[config.mk]
export PLATFORM = sky130hd
export DESIGN_NAME = png_stream_end_finder_core
export DESIGN_NICKNAME = d
export VERILOG_FILES = /design/src/hdl/psef_pkg.sv /design/src/hdl/psef_parser.sv /design/src/hdl/psef_out_buf.sv /design/src/hdl/png_stream_end_finder_core.sv
export VERILOG_INCLUDE_DIRS = /design/src /design/src/hdl
export SDC_FILE = /design/constraint.sdc
export NUM_CORES = 1
export LEC_CHECK = 0
export BUFFER_PORTS_ARGS = -buffer_cell sky130_fd_sc_hd__buf_4
export CORE_MARGIN = 2
export CORE_UTILIZATION = 56
export DETAILED_ROUTE_END_ITERATION = 8
export HOLD_SLACK_MARGIN = 0.08
export PLACE_DENSITY = 0.74
export SYNTH_ARGS = -nofsm -noshare
export SYNTH_HDL_FRONTEND = slang
export SYNTH_SLANG_ARGS = --single-unit
[constraint.sdc]
create_clock -name clk -period 4.4 [get_ports clk]
set_clock_uncertainty 0.05 [all_clocks]
set_input_delay 0.88 -clock clk [delete_from_list [all_inputs] [get_ports clk]]
set_output_delay 0.88 -clock clk [all_outputs]
set_load 0.02 [all_outputs]
[src/hdl/png_stream_end_finder_core_assert.svh]
// ----------------------------------------------------------------------------
// png_stream_end_finder_core_assert.svh
// Assertion macros for the PNG stream end finder
// ----------------------------------------------------------------------------
`ifndef PNG_STREAM_END_FINDER_CORE_ASSERT_SVH
`define PNG_STREAM_END_FINDER_CORE_ASSERT_SVH

// same-cycle implication
`define PSEF_ASSERT_NOW(label, ante, cons, msg) \
	label: assert property (@(posedge clk) disable iff (!arst_n) (ante) |-> (cons)) \
		else $error(msg);

// next-cycle implication
`define PSEF_ASSERT_NEXT(label, ante, cons, msg) \
	label: assert property (@(posedge clk) disable iff (!arst_n) (ante) |=> (cons)) \
		else $error(msg);

`endif

[src/hdl/psef_pkg.sv]
// ----------------------------------------------------------------------------
// psef_pkg
// Types, codes and constant tables for the PNG stream end finder
// ----------------------------------------------------------------------------
package psef_pkg;

	typedef struct packed {
		logic [7:0] data_byte;
		logic       stream_start;
	} in_word_t;

	typedef struct packed {
		logic [1:0]  parse_status;
		logic [31:0] end_offset;
	} out_word_t;

	typedef enum logic [2:0] {
		PH_SIGNATURE = 3'd0,
		PH_LENGTH    = 3'd1,
		PH_TYPE      = 3'd2,
		PH_SKIP      = 3'd3,
		PH_DONE      = 3'd4,
		PH_ERROR     = 3'd5
	} phase_t;

	localparam logic [1:0] ST_PARSING  = 2'd0;
	localparam logic [1:0] ST_END      = 2'd1;
	localparam logic [1:0] ST_BADSIG   = 2'd2;
	localparam logic [1:0] ST_TRAILING = 2'd3;

	localparam logic [31:0] CHUNK_CRC_BYTES = 32'd4;

	function automatic logic [7:0] sig_byte(input logic [2:0] idx);
		logic [7:0] b;
		case (idx)
			3'd0: b = 8'h89;
			3'd1: b = 8'h50;
			3'd2: b = 8'h4E;
			3'd3: b = 8'h47;
			3'd4: b = 8'h0D;
			3'd5: b = 8'h0A;
			3'd6: b = 8'h1A;
			3'd7: b = 8'h0A;
			default: b = 8'h00;
		endcase
		return b;
	endfunction

	function automatic logic [7:0] iend_byte(input logic [1:0] idx);
		logic [7:0] b;
		case (idx)
			2'd0: b = 8'h49;
			2'd1: b = 8'h45;
			2'd2: b = 8'h4E;
			2'd3: b = 8'h44;
			default: b = 8'h00;
		endcase
		return b;
	endfunction

endpackage

[src/hdl/psef_parser.sv]
// ----------------------------------------------------------------------------
// psef_parser
// Parse state registers and per-byte next-state and result logic
// ----------------------------------------------------------------------------
module psef_parser (
	input  logic                clk,
	input  logic                arst_n,
	input  logic                take,
	input  psef_pkg::in_word_t  word,
	output psef_pkg::out_word_t result
);

	psef_pkg::phase_t phase_q, cur_phase, nxt_phase;
	logic [2:0]  idx_q, cur_idx, nxt_idx;
	logic [31:0] len_q, cur_len, nxt_len;
	logic        iend_q, cur_iend, nxt_iend;
	logic [31:0] skip_q, cur_skip, nxt_skip;
	logic [31:0] pos_q, cur_pos, nxt_pos;
	logic [31:0] skip_init, skip_dec;
	logic [7:0]  b;
	logic [1:0]  status;
	logic        iend_match;

	always_ff @(posedge clk or negedge arst_n) begin
		if (!arst_n) begin
			phase_q <= psef_pkg::PH_SIGNATURE;
			idx_q   <= '0;
			len_q   <= '0;
			iend_q  <= 1'b0;
			skip_q  <= '0;
			pos_q   <= '0;
		end else if (take) begin
			phase_q <= nxt_phase;
			idx_q   <= nxt_idx;
			len_q   <= nxt_len;
			iend_q  <= nxt_iend;
			skip_q  <= nxt_skip;
			pos_q   <= nxt_pos;
		end
	end

	always_comb begin
		b         = word.data_byte;
		cur_phase = word.stream_start ? psef_pkg::PH_SIGNATURE : phase_q;
		cur_idx   = word.stream_start ? 3'd0 : idx_q;
		cur_len   = word.stream_start ? 32'd0 : len_q;
		cur_iend  = word.stream_start ? 1'b0 : iend_q;
		cur_skip  = word.stream_start ? 32'd0 : skip_q;
		cur_pos   = word.stream_start ? 32'd0 : pos_q;

		nxt_phase = cur_phase;
		nxt_idx   = cur_idx;
		nxt_len   = cur_len;
		nxt_iend  = cur_iend;
		nxt_skip  = cur_skip;
		nxt_pos   = (cur_pos == '1) ? cur_pos : cur_pos + 32'd1;
		status    = psef_pkg::ST_PARSING;

		skip_init  = cur_len + psef_pkg::CHUNK_CRC_BYTES;
		skip_dec   = cur_skip - 32'd1;
		iend_match = (b == psef_pkg::iend_byte(cur_idx[1:0]));

		case (cur_phase)
			psef_pkg::PH_SIGNATURE: begin
				if (b != psef_pkg::sig_byte(cur_idx)) begin
					nxt_phase = psef_pkg::PH_ERROR;
					status    = psef_pkg::ST_BADSIG;
				end else if (cur_idx == 3'd7) begin
					nxt_phase = psef_pkg::PH_LENGTH;
					nxt_idx   = 3'd0;
					nxt_len   = '0;
				end else begin
					nxt_idx = cur_idx + 3'd1;
				end
			end
			psef_pkg::PH_LENGTH: begin
				nxt_len = {cur_len[23:0], b};
				if (cur_idx[1:0] == 2'd3) begin
					nxt_phase = psef_pkg::PH_TYPE;
					nxt_idx   = 3'd0;
					nxt_iend  = 1'b0;
				end else begin
					nxt_idx = {1'b0, cur_idx[1:0]} + 3'd1;
				end
			end
			psef_pkg::PH_TYPE: begin
				if (cur_idx[1:0] == 2'd0)
					nxt_iend = iend_match;
				else
					nxt_iend = cur_iend & iend_match;
				if (cur_idx[1:0] == 2'd3) begin
					nxt_idx  = 3'd0;
					nxt_skip = skip_init;
					if (skip_init == 32'd0) begin
						if (nxt_iend) begin
							nxt_phase = psef_pkg::PH_DONE;
							status    = psef_pkg::ST_END;
						end else begin
							nxt_phase = psef_pkg::PH_LENGTH;
							nxt_len   = '0;
						end
					end else begin
						nxt_phase = psef_pkg::PH_SKIP;
					end
				end else begin
					nxt_idx = {1'b0, cur_idx[1:0]} + 3'd1;
				end
			end
			psef_pkg::PH_SKIP: begin
				nxt_skip = skip_dec;
				if (skip_dec == 32'd0) begin
					if (cur_iend) begin
						nxt_phase = psef_pkg::PH_DONE;
						status    = psef_pkg::ST_END;
					end else begin
						nxt_phase = psef_pkg::PH_LENGTH;
						nxt_idx   = 3'd0;
						nxt_len   = '0;
					end
				end
			end
			psef_pkg::PH_DONE: begin
				status = psef_pkg::ST_TRAILING;
			end
			default: begin
				status = psef_pkg::ST_BADSIG;
			end
		endcase

		result.parse_status = status;
		result.end_offset   = (status == psef_pkg::ST_END) ? nxt_pos : 32'd0;
	end

endmodule

[src/hdl/psef_out_buf.sv]
// ----------------------------------------------------------------------------
// psef_out_buf
// Result register with skid stage between parser and output channel
// ----------------------------------------------------------------------------
module psef_out_buf (
	input  logic                clk,
	input  logic                arst_n,
	input  logic                push,
	input  psef_pkg::out_word_t push_word,
	output logic                full,
	output logic                out_valid,
	input  logic                out_stall,
	output psef_pkg::out_word_t out_word
);

	logic                out_valid_q;
	logic                skid_valid_q;
	psef_pkg::out_word_t out_q;
	psef_pkg::out_word_t skid_q;
	logic                pop;

	assign pop = out_valid_q & ~out_stall;

	always_ff @(posedge clk or negedge arst_n) begin
		if (!arst_n) begin
			out_valid_q  <= 1'b0;
			skid_valid_q <= 1'b0;
		end else if (!out_valid_q || pop) begin
			if (skid_valid_q) begin
				out_valid_q  <= 1'b1;
				skid_valid_q <= 1'b0;
			end else begin
				out_valid_q <= push;
			end
		end else if (push) begin
			skid_valid_q <= 1'b1;
		end
	end

	always_ff @(posedge clk) begin
		if (!out_valid_q || pop) begin
			if (skid_valid_q)
				out_q <= skid_q;
			else if (push)
				out_q <= push_word;
		end else if (push) begin
			skid_q <= push_word;
		end
	end

	assign full      = skid_valid_q;
	assign out_valid = out_valid_q;
	assign out_word  = out_q;

endmodule

[src/hdl/png_stream_end_finder_core.sv]
// ----------------------------------------------------------------------------
// png_stream_end_finder_core
// Byte-wide PNG signature check and chunk walker reporting the stream length
// ----------------------------------------------------------------------------
// Takes one stream byte per clock while byte_stall is low and returns one
// result word per byte via the output register, or the skid register if the
// output is stalled. The next parse state (32-bit length add and skip count
// decrement) is combinational. A two-entry output register and skid stage
// decouple the sides; byte_stall rises only when both hold untaken results.

`include "png_stream_end_finder_core_assert.svh"

module png_stream_end_finder_core (
	input  logic                clk,
	input  logic                arst_n,
	input  logic                byte_valid,
	output logic                byte_stall,
	input  psef_pkg::in_word_t  byte_word,
	output logic                result_valid,
	input  logic                result_stall,
	output psef_pkg::out_word_t result_word
);

	logic                take;
	logic                full;
	psef_pkg::out_word_t parse_result;

	assign byte_stall = full;
	assign take       = byte_valid & ~full;

	psef_parser u_parser (
		.clk    (clk),
		.arst_n (arst_n),
		.take   (take),
		.word   (byte_word),
		.result (parse_result)
	);

	psef_out_buf u_out_buf (
		.clk       (clk),
		.arst_n    (arst_n),
		.push      (take),
		.push_word (parse_result),
		.full      (full),
		.out_valid (result_valid),
		.out_stall (result_stall),
		.out_word  (result_word)
	);

	`PSEF_ASSERT_NOW(a_end_has_offset, result_valid && result_word.parse_status == psef_pkg::ST_END, result_word.end_offset != 32'd0, "end result without offset")
	`PSEF_ASSERT_NOW(a_offset_only_at_end, result_valid && result_word.parse_status != psef_pkg::ST_END, result_word.end_offset == 32'd0, "offset on non-end result")
	`PSEF_ASSERT_NEXT(a_taken_gives_result, take, result_valid, "taken byte produced no result")

endmodule

# Yosys cells after proc, flatten, opt, wreduce, memory -nomap -nowiden
# Memory sizes are Yosys's and may differ from the RTL's.
# Index checks and enable logic that the tools add are counted.
# Widths: inputs -> output; s select.
# totals
regBits	173
latchBits	0
ram_bits	0
mem_bits_ro	56
inputBits	13
out_inout_bits	36
elab_cells	98
memories	1
# mem_list
name	depth	word_bits	read_ports	rd_clocked_by_memory_dff	write_ports	line	source
(no name shown)	8	7	1	0	0	psef_pkg.sv:35	case (idx)
# op_classes
n_addsub	5
mul	0
div_mod_pow	0
order_cmp	0
eq_ne	12
shift	0
mux	51
n_bitwise	6
n_reduce_logical	11
# ops
cell	count
$mux 32	13
$pmux 32 s4	1
$mux 34	2
$logic_not 32->1	2
$pmux 32 s2	1
$mux 3	15
$add 32x1->32 const B	1
$add 32x3->32 const B	1
$eq 32x32->1 const B	1
$pmux 8 s4	1
$sub 32x1->32 const B	1
$pmux 3 s4	1
$pmux 2 s5	1
$mux 1	9
$pmux 3 s3	1
$eq 8x8->1	1
$mux 2	4
$mux 8	1
$ne 8x8->1	1
$eq 3x2->1 const B	2
$eq 3x3->1 const B	2
$eq 2x1->1 const B	2
$eq 2x2->1 const B	2
$reduce_and 2->1	2
other kinds (12)	17

# Logic depth before layout (Yosys ltp)
# Gate-level depths: netlist of the first run.
# logic_depth
word_depth	15
ltp_mapped	21
ltp_nobuf	13

# Hierarchy
# Synthesis of the first run repeated with hierarchy kept, for this count alone.
# unflattened
cells_unflattened	1211
hier_area_um2	11279.6
# modules_own_cells
module	instances	cells_per_inst	area_per_inst_um2	seq_area_each_um2
psef_parser	1	1098	8589.5	2577.5
psef_out_buf	1	112	2676.3	2092.0
png_stream_end_finder_core	1	1	13.8	0.0

# Worst setup path before layout of the first run
# Ideal clock, no wire load.
# synth_path
kind	input-to-reg
startpoint	in byte_word[0] (netlist name)
endpoint	reg u_out_buf.out_q, in the netlist u_out_buf.out_word[29], data pin
setup_ns	0.144
arrival_ns	4.872
required_ns	4.206
setup_slack_ns	-0.666
cell_stages	21
path_buffers	10
path_cell_list	clkbuf_1 > buf_2 > buf_2 > buf_2 > buf_1 > clkbuf_1 > clkbuf_1 > nor2b_1 > ha_1 > nand3b_1 > nor4_2 > buf_2 > nand4_1 > mux2_2 > nor4_1 > nand4_1 > o31a_1 > buf_6 > nand2b_4 > buf_6 > o21ai_2
# synth_via
elab_chain_len	15
elab_cells_between_ends	41
cone_classes	3 x add/sub; 11 x eq/ne; 21 x mux; 1 x bitwise; 4 x reduce/logical; 1 x memory
# synth_rtl
element	line	source
from (decl)	png_stream_end_finder_core.sv:18	input psef_pkg::in_word_t byte_word,
branches (longest 12 deep; another with $add 32x3->32)	n/a	
$mux 32 *	psef_parser.sv:131	result.end_offset = (status == psef_pkg::ST_END) ? nxt_pos : 32'd0;
$mux 34 *	psef_out_buf.sv:44	else if (push)
$mux 34 *	psef_out_buf.sv:42	if (skid_valid_q)
to (signal assigned)	psef_out_buf.sv:43	out_q <= skid_q;
to (signal assigned)	psef_out_buf.sv:45	out_q <= push_word;
to (decl)	psef_out_buf.sv:18	psef_pkg::out_word_t out_q;
# Mark *: on every way between the ends. The select of a mux whose other input is x is not followed.
# A chain may end at the register's enable or synchronous reset.

# Worst setup path after layout of the first run
# layout_path
startpoint	in byte_word[0] (netlist name)
endpoint	reg u_parser.len_q[17]
# layout_via
elab_chain_len	11
elab_cells_between_ends	34
cone_classes	2 x add/sub; 9 x eq/ne; 17 x mux; 1 x bitwise; 4 x reduce/logical; 1 x memory
# layout_rtl
element	line	source
branches (longest 10 deep; another with $add 32x3->32)	n/a	
$pmux 32 s4 *	psef_parser.sv:63	case (cur_phase)
to (signal assigned)	psef_parser.sv:35	len_q <= nxt_len;
to (decl)	psef_parser.sv:15	logic [31:0] len_q, cur_len, nxt_len;
# Marks and branches as above.

==> impl_metrics.ini, run 1 <==
[status]
status = completed

[logic_synthesis]
syn_avg_cell_area_um2 = 8.90
synth_top_area_share = 0.242
synthCells = 1218
post-synth-top-area-cell = dfrtp_1
async_reset_ff_frac = 0.607
yosysWarnings = 0
synthFlopType = dfrtp_1
ys_ff_latch = 173
synth_fp_nets = 1242
synth-edff-count = 68
syn_area_mm2 = 0.0108
yosysSeqAreaShare = 0.431
ys_types = 72
netlist_top_cells_area = dfrtp_1 24%, edfxtp_1 19%, nand2_1 5.8%, o21ai_0 4.4%, xnor2_1 4.2%

[finish]
diodes = 0
areaGrowthSynthToFinish_pct = 12.9
mostFrequentLayoutCells = 167 x nand2_1, 108 x nor2_1, 105 x dfrtp_1
layout-drive-gt1-share = 0.155
layout.nets = 1273
layout.cells.non_filler = 1522
nFillCells = 1582
layout_commonest_cell = nand2_1
ff_latch_area_mm2 = 0.00467
multi_input_area_mm2 = 0.00570

[critical_path]
crit_arrival_ns = 4.28
cpMostUsedCell = buf_4
critPathSlowestCell = a2111oi_0
critPathKind = input port to flop
critPathLaunchType = input port
worst_ep_required_time_ns = 4.67
critPathMaxFanout = 32
cpPeakStageDelay_ns = 0.46
crit_path_end_kind = flop
path_cells = buf_4, inv_2, nand2_1, ha_1, xnor2_1, nand4_1, a2111oi_0, o2111ai_1, nor4_1, buf_4, and3_1, a21o_1, o211ai_1, buf_12, a22o_1

[place]
dpl.cell_count = 1490
io_buffers = 48
dp_hpwl_um = 20400
place.gp.congestion = 0.993

[clocking]
post-cts-setup-buffers = 0
cts_tree = done
clk_pin_slew_worst_paths_ns = 0.07
cts_root_buf = clkbuf_16
cts-htree-levels = 4
clk_latency_ns = 0.45
ctsResizeCount = 0
cts_hold_buffers = 0
clockBufferDepth = 2
cts_sinks = 173
cts_buffers = 17

[power]
ir_drop_uv = 258
power_w = 0.00392
power.leakage_nw = 4.69
p_per_area_mw_per_mm2 = 320

[global_routing]
grt_max_degree = 98
grt_first_pass_wirelength_um = 47800
grt_pass1_vias = 8966
overflow = 0
grt_usage = 0.299
antenna_found_initial = 0

[timing]
hold_viol_final = 0
max_slew_margin = 0.293
setup_violations = 0
maxSlewViolCount = 0
grt_setup_unrepaired = no
fmax_mhz = 249
worstMarginPinSlew_ns = 1.06
min_period_ns = 4.01
period_share = 0.911
fin_tns_setup_ns = 0

[drt]
vias_per_cell = 6.37
drt_pass1_iterations = 6
drc = 0
vias = 9695
finalWirelength_um = 30200
avgRoutedWirePerCell_um = 19.8
ant_nets = 0
dr.first_iter.drc_count = 1107

[die]
fp.dieW_um = 143
die-area_mm2 = 0.0205
rows = 50
core_area_mm2 = 0.0188
io_pins = 49
initial_utilization = 0.575
dieHeight_um = 143

[hold_path]
hold_path_class = input port to asynchronous set/reset pin

[flow_run]
maxCapViolCount = 0
[where the power goes]
group	internal [W]	switching (W)
combinational	0.000226	0.000380
sequential	0.00176	0.0000810
clock	0.000753	0.000719
total	0.00274	0.00118
[synthesized netlist by cell type (all sizes together) (7+ instances only)]
master / number
a21oi: 44
nor2b: 21
xnor2: 52
o21ai: 127
nand3b: 7
nand3: 35
ha: 11
o21a: 7
o31ai: 7
and4: 11
xor2: 21
clkbuf: 66
a22o: 49
edfxtp: 68
nand4: 31
buf: 26
nor4: 23
and3: 12
nand2b: 16
inv: 29
mux2i: 9
dfrtp: 105
o22ai: 12
a31oi: 15
nand2: 167
nor2: 110
nor3: 30
[worst max-delay path: cells and delay by family]
family / cells / cell delay [ns]
AOI/OAI and AO/OA: 5 / 1.25
and+or+nand+nor: 4 / 0.78
buffers and inverters: 4 / 0.75
adders and majority gates: 1 / 0.42
xor gates and xnor gates: 1 / 0.18
[through the flow]
step,util,hold slack (ns),instance area (um^2),setup WS (ns)
final,0.650,0.210,12200,0.392
after global routing,0.650,0.201,12200,0.236
after CTS,0.650,0.205,12200,0.527
after detailed placement,0.619,0.429,11700,0.103
after global placement,0.619,0.417,11700,0.0939
after floorplan,-,0.400,11000,0.00345
[layer usage]
metal	vias to the layer above	share of wire	wire length, um	track usage
met1	4596	0.41	12500	0.392
li1	4508	-	-	-
met5	-	0	0	0
met2	486	0.48	14400	0.487
met3	105	0.070	2110	0.0456
met4	0	0.040	1210	0.143
[cell type report]
cell class                 count  share of cell area
tap                          260              0.0266
clock inverter                15              0.0120
inverter                      29             0.00890
timing repair buffer         104              0.0699
multi-input combinational    924               0.466
clock buffer                  17              0.0348
sequential                   173               0.382
[path summary, 6_finish.rpt]
check,startpoint,end,slack (ns),cells past startpoint
min reg2reg,u_parser.pos_q[18],u_parser.pos_q[18],0.45,2
max,byte_word[0],u_parser.len_q[17],0.39,15
max reg2reg,u_parser.skip_q[0],u_parser.len_q[17],0.59,14
min in group clk,u_parser.pos_q[18],u_parser.pos_q[18],0.45,2
min,arst_n,u_parser.len_q[22],0.21,1
max in group asynchronous,arst_n,u_parser.pos_q[19],3.33,2
[registers in the layout, summed over array words and instances, names as in the netlist]
register and flops:
u_parser.iend_q 1, u_parser.idx_q 3, u_parser.skip_q 32, u_out_buf.out_valid 1, u_parser.pos_q 32, u_parser.len_q 32, u_out_buf.skid_q 34, u_out_buf.out_word 34
u_out_buf.full 1, u_parser.phase_q 3
[kinds of logic (layout without fill, tap and decap cells)]
kind of cell / Yosys count / in the layout / synth area share
xor+xnor: 73 / 73 / 0.0590
fa+ha+maj: 11 / 11 / 0.0127
buf+inv: 121 / 165 / 0.0475
flops: 173 / 173 / 0.431
simple gates: 506 / 506 / 0.236
compound gates: 320 / 320 / 0.200
mux: 14 / 14 / 0.0135
Power figures use the tool's default switching activity.
==> run 2, diff against run 1 <==
- CORE_UTILIZATION: 56 -> 50
- PLACE_DENSITY: 0.74 -> 0.67
- clock period: 4.4 -> 5.2 ns (I/O delays scaled with it)
==> run 2 against run 1 <==
Setup slack improved by 0.41 ns. Via count fell by 4.2%. Total power fell by 15%. Design area fell by 2.2%. Count of clock-buffer cells in the layout did not move. First-iteration DRC count fell by 34%. Sequential power fell by 15%. Hold slack improved by 0.24 ns. Combinational power fell by 18%. Critical endpoint is now u_parser.len_q[25].
==> impl_metrics.ini, run 2 (synthesis gave the netlist of run 1 again) <==
[global_routing]
grt_first_pass_wirelength_um = 47400
grt_max_degree = 80
overflow = 0
antenna_found_initial = 0
grt_usage = 0.263
grt_pass1_vias = 8736

[hold_path]
worstHoldStart = u_parser.pos_q[18]
worst_hold_path.endpoint = u_parser.pos_q[18]
hold_depth = 2
hold_path_class = flop to flop

[critical_path]
critPathKind = input port to flop
crit_arrival_ns = 4.67
crit_path_end_kind = flop
critPathLaunchType = input port
r2r_setup_slack_ns = 1.04
reg2reg_to = u_out_buf.out_word[1]
reg2reg_depth = 11
worst_ep_required_time_ns = 5.47
r2r-start = u_parser.skip_q[2]
critPathMaxFanout = 32

[place]
dp_hpwl_um = 19600
io_buffers = 48
dpl.cell_count = 1474
place.gp.congestion = 0.948

[drt]
finalWirelength_um = 28900
avgRoutedWirePerCell_um = 19.2
ant_nets = 0
drt_pass1_iterations = 7
drc = 0
vias = 9290
vias_per_cell = 6.17
dr.first_iter.drc_count = 730

[finish]
layout-drive-gt1-share = 0.131
areaGrowthSynthToFinish_pct = 10.4
layout.nets = 1242
layout_commonest_cell = nand2_1
mostFrequentLayoutCells = 167 x nand2_1, 107 x nor2_1, 105 x dfrtp_1
layout.cells.non_filler = 1506
diodes = 0
utilization = 0.566

[clocking]
cts_root_buf = clkbuf_16
clk_pin_slew_worst_paths_ns = 0.07
cts_tree = done
cts_hold_buffers = 0
clockBufferDepth = 2
post-cts-setup-buffers = 0
clk_latency_ns = 0.44
ctsResizeCount = 0
cts_buffers = 17
cts-htree-levels = 4
cts_sinks = 173

[power]
ir_drop_uv = 222
power_w = 0.00334
power.leakage_nw = 4.52
p_per_area_mw_per_mm2 = 279

[flow_run]
maxCapViolCount = 0

[timing]
fin_tns_setup_ns = 0
maxSlewViolCount = 0
grt_setup_unrepaired = no
fmax_mhz = 227
period_share = 0.846
worstMarginPinSlew_ns = 1.10
max_slew_margin = 0.263
min_period_ns = 4.40
setup_violations = 0
hold_viol_final = 0

[status]
status = completed

[die]
io_pins = 49
initial_utilization = 0.512
dieHeight_um = 151
fp.dieW_um = 151
core_area_mm2 = 0.0212
die-area_mm2 = 0.0229
rows = 53
-- run 2: worst max-delay path by stage --
stage | start | endpoint | slack, ns | cells after the start
3_5_place_dp | byte_word[0] | u_out_buf.out_word[0] | 0.39 | 13
6_report | byte_word[0] | u_parser.len_q[25] | 0.80 | 15
4_1_cts | byte_word[0] | u_out_buf.out_word[0] | 0.84 | 13
5_1_grt | byte_word[0] | u_out_buf.out_word[1] | 0.56 | 13
3_3_place_gp | byte_word[0] | u_out_buf.out_word[1] | 0.48 | 14
2_1_floorplan | byte_word[0] | u_out_buf.out_word[29] | 0.04 | 21
-- run 2: critical path: stages --
cell      delay (ns)
buf_4           0.21
nor2b_1         0.30
inv_1           0.08
ha_1            0.25
buf_4           0.21
nor2b_1         0.14
nand4_1         0.09
or3b_2          0.47
or3_1           0.33
nor4_1          0.43
and3_1          0.30
a21o_1          0.17
o211ai_1        0.11
buf_4           0.29
a22o_1          0.22
-- run 2: report_power, final --
group	total, W	internal, W	switching, W	leakage (nW)
combinational	0.000497	0.000180	0.000317	2.16
sequential	0.00156	0.00149	0.0000669	2.07
clock	0.00129	0.000649	0.000636	0.286
-- run 2: layer usage --
| metal | track usage | wire length, um | up-vias |
|---|---|---|---|
| met3 | 0.0407 | 1590 | 55 |
| met1 | 0.366 | 13100 | 4428 |
| met5 | 0 | 0 | - |
| li1 | - | - | 4461 |
| met4 | 0.0841 | 677 | 0 |
| met2 | 0.423 | 13600 | 346 |
-- run 2: through the flow --
step / worst slack (ns) / cell area (um^2) / hold WS [ns]
after detailed placement: 0.393 / 11400 / 0.435
final: 0.802 / 12000 / 0.446
after floorplan: 0.0387 / 10800 / 0.400
after global placement: 0.480 / 11400 / 0.417
after CTS: 0.845 / 12000 / 0.446
after global routing: 0.560 / 12000 / 0.461
-- run 2: final cells by class --
| class | instances | area, um^2 |
|---|---|---|
| Fill cell | 1948 | 9190 |
| Multi-Input combinational cell | 924 | 5680 |
| Sequential cell | 173 | 4670 |
| Timing Repair Buffer | 73 | 561 |
| Clock buffer | 17 | 425 |
| Tap cell | 275 | 344 |
| Clock inverter | 15 | 176 |
| Inverter | 29 | 109 |
==> run 3, diff against run 2 <==
- ABC_AREA: unset -> 1
- clock period: 5.2 -> 4.4 ns (I/O delays scaled with it)
==> run 3 against run 2 <==
Total power rose by 58%. Flip-flop and latch count is the same. Global-route usage up 5.3 points. Via count is 39% higher. Routed wire length up 42%. Synthesized area grew 16%. Sequential share of layout area down 5.5 points. Core utilization is 0.40 points higher. First-iteration DRC count grew 36%. Critical path depth grew 5. Die area grew 15%. Cell count grew 52%. Critical endpoint is now u_parser.len_q[28]. Largest cell class unchanged. Largest power group unchanged.
==> impl_metrics.ini, run 3 <==
[clocking]
cts_tree = done
clk_latency_ns = 0.45
cts_root_buf = clkbuf_16
cts_buffers = 17
cts_sinks = 173
ctsResizeCount = 0
cts_hold_buffers = 0
post-cts-setup-buffers = 0
clockBufferDepth = 2
clk_pin_slew_worst_paths_ns = 0.07
cts-htree-levels = 4

[drt]
drt_pass1_iterations = 7
avgRoutedWirePerCell_um = 18.0
vias = 12900
ant_nets = 0
vias_per_cell = 5.64
drc = 0
finalWirelength_um = 41100
dr.first_iter.drc_count = 994

[die]
initial_utilization = 0.513
fp.dieW_um = 162
dieHeight_um = 162
rows = 57
core_area_mm2 = 0.0245
io_pins = 49
die-area_mm2 = 0.0264

[timing]
max_slew_margin = 0.183
holdWs_ns = 0.444
worstMarginPinSlew_ns = 1.22
setup_violations = 0
fmax_mhz = 262
grt_setup_unrepaired = no
fin_tns_setup_ns = 0
hold_viol_final = 0
min_period_ns = 3.81
maxSlewViolCount = 0
period_share = 0.866

[critical_path]
path_cells = buf_4, inv_2, nand2_1, ha_1, nand3_1, nor2_1, nand2_1, nand2_1, nand2_1, nor3_1, nand2_1, nor2_1, nand3_1, nor2_2, nand2_1, nand2_1, nand2_1, buf_4, nand2_1, a21oi_1
worst_ep_required_time_ns = 4.67
reg2reg_to = u_parser.len_q[28]
critPathSlowestCell = nor2_1
critPathMaxFanout = 30
cpPeakStageDelay_ns = 0.39
r2r_setup_slack_ns = 0.87
r2r-start = u_parser.skip_q[0]
crit_path_end_kind = flop
critPathKind = input port to flop
critPathLaunchType = input port
reg2reg_depth = 20
crit_arrival_ns = 4.08
path_delay_family = simple AND/OR/NAND/NOR gates
path_buf_inv = 3
cpMostUsedCell = nand2_1

[hold_path]
worstHoldStart = u_parser.pos_q[13]
hold_path_class = flop to flop
worst_hold_path.endpoint = u_parser.pos_q[13]
hold_depth = 2

[logic_synthesis]
syn_area_mm2 = 0.0125
yosysSeqAreaShare = 0.372
yosysWarnings = 0
synthCells = 1915
synthFlopType = dfrtp_1
syn_avg_cell_area_um2 = 6.55
ys_types = 49
async_reset_ff_frac = 0.607
synth-edff-count = 68
synth_fp_nets = 1939
synth_top_area_share = 0.209
yosysMostFrequentCell = nand2_1
netlist_top_cells_area = dfrtp_1 21%, nand2_1 17%, edfxtp_1 16%, nor2_1 9.2%, inv_1 7.3%
ys_ff_latch = 173
post-synth-top-area-cell = dfrtp_1
synth_common_cells = 566 x nand2_1, 306 x nor2_1, 244 x inv_1

[global_routing]
grt_max_degree = 67
grt_usage = 0.316
grt_pass1_vias = 12300
antenna_found_initial = 0
overflow = 0
grt_first_pass_wirelength_um = 65500

[power]
ir_drop_uv = 266
power_w = 0.00529
p_per_area_mw_per_mm2 = 379
power.leakage_nw = 6.33

[finish]
layout-drive-gt1-share = 0.0806
diodes = 0
nFillCells = 2472
layout.nets = 1972
ff_latch_area_mm2 = 0.00467
multi_input_area_mm2 = 0.00661
mostFrequentLayoutCells = 565 x nand2_1, 304 x nor2_1, 243 x inv_1
areaGrowthSynthToFinish_pct = 11.1
layout_commonest_cell = nand2_1

[flow_run]
maxCapViolCount = 0

[place]
io_buffers = 48
dp_hpwl_um = 29800
place.gp.congestion = 0.959

[status]
status = completed
## run 3: area by class of cell
type / count / share of cell area
multi-input combinational: 1414 / 0.474
clock buffer: 18 / 0.0308
clock inverter: 14 / 0.0106
sequential: 173 / 0.335
timing repair buffer: 90 / 0.0521
inverter: 252 / 0.0679
tap: 324 / 0.0291
## run 3: logic make-up after synthesis
group	Yosys count	synth area share
AO/OA/AOI/OAI	293	0.133
AND/OR/NAND/NOR	1071	0.352
buffers and inverters	328	0.104
flip-flops	173	0.372
XOR/XNOR	39	0.0272
adder cells (fa/ha/maj)	11	0.0110
## run 3: worst max-delay path by stage
stage | from | to | cells past startpoint
2_1_floorplan | byte_word[0] | u_out_buf.skid_q[20] | 24
3_3_place_gp | byte_word[0] | u_parser.len_q[22] | 20
3_5_place_dp | byte_word[0] | u_out_buf.skid_q[23] | 19
4_1_cts | byte_word[0] | u_out_buf.skid_q[23] | 19
5_1_grt | byte_word[0] | u_parser.len_q[6] | 20
6_report | byte_word[0] | u_parser.len_q[28] | 20
## run 3: worst register-to-register path, delay by kind of cell, from the launching register on
family | cells | cell delay [ns]
buffers and inverters | 3 | 0.48
DFF | 1 | 0.36
adders and majority gates | 1 | 0.25
and+or+nand+nor | 15 | 2.19
AOI/OAI and AO/OA | 1 | 0.07
## run 3: metal layers
metal,GRT usage,part of all wire,vias up
li1,-,-,6269
met1,0.394,0.41,6038
met2,0.566,0.50,488
met3,0.0293,0.053,100
met4,0.123,0.035,0
met5,0,0,-
## run 3: metrics by stage
step / cells / utilization / cell area [um^2] / setup WS, ns
6_report: 2285 / 0.570 / 13900 / 0.590
3_3_place_gp: 2253 / 0.546 / 13400 / 0.315
2_1_floorplan: 1915 / - / 12500 / 0.566
3_5_place_dp: 2253 / 0.546 / 13400 / 0.243
5_1_grt: 2285 / 0.570 / 13900 / 0.350
4_1_cts: 2285 / 0.570 / 13900 / 0.668
## run 3: power by group
group | internal, W | switching, W
registers | 0.00190 | 0.000177
logic | 0.000480 | 0.00117
clock network | 0.000760 | 0.000806
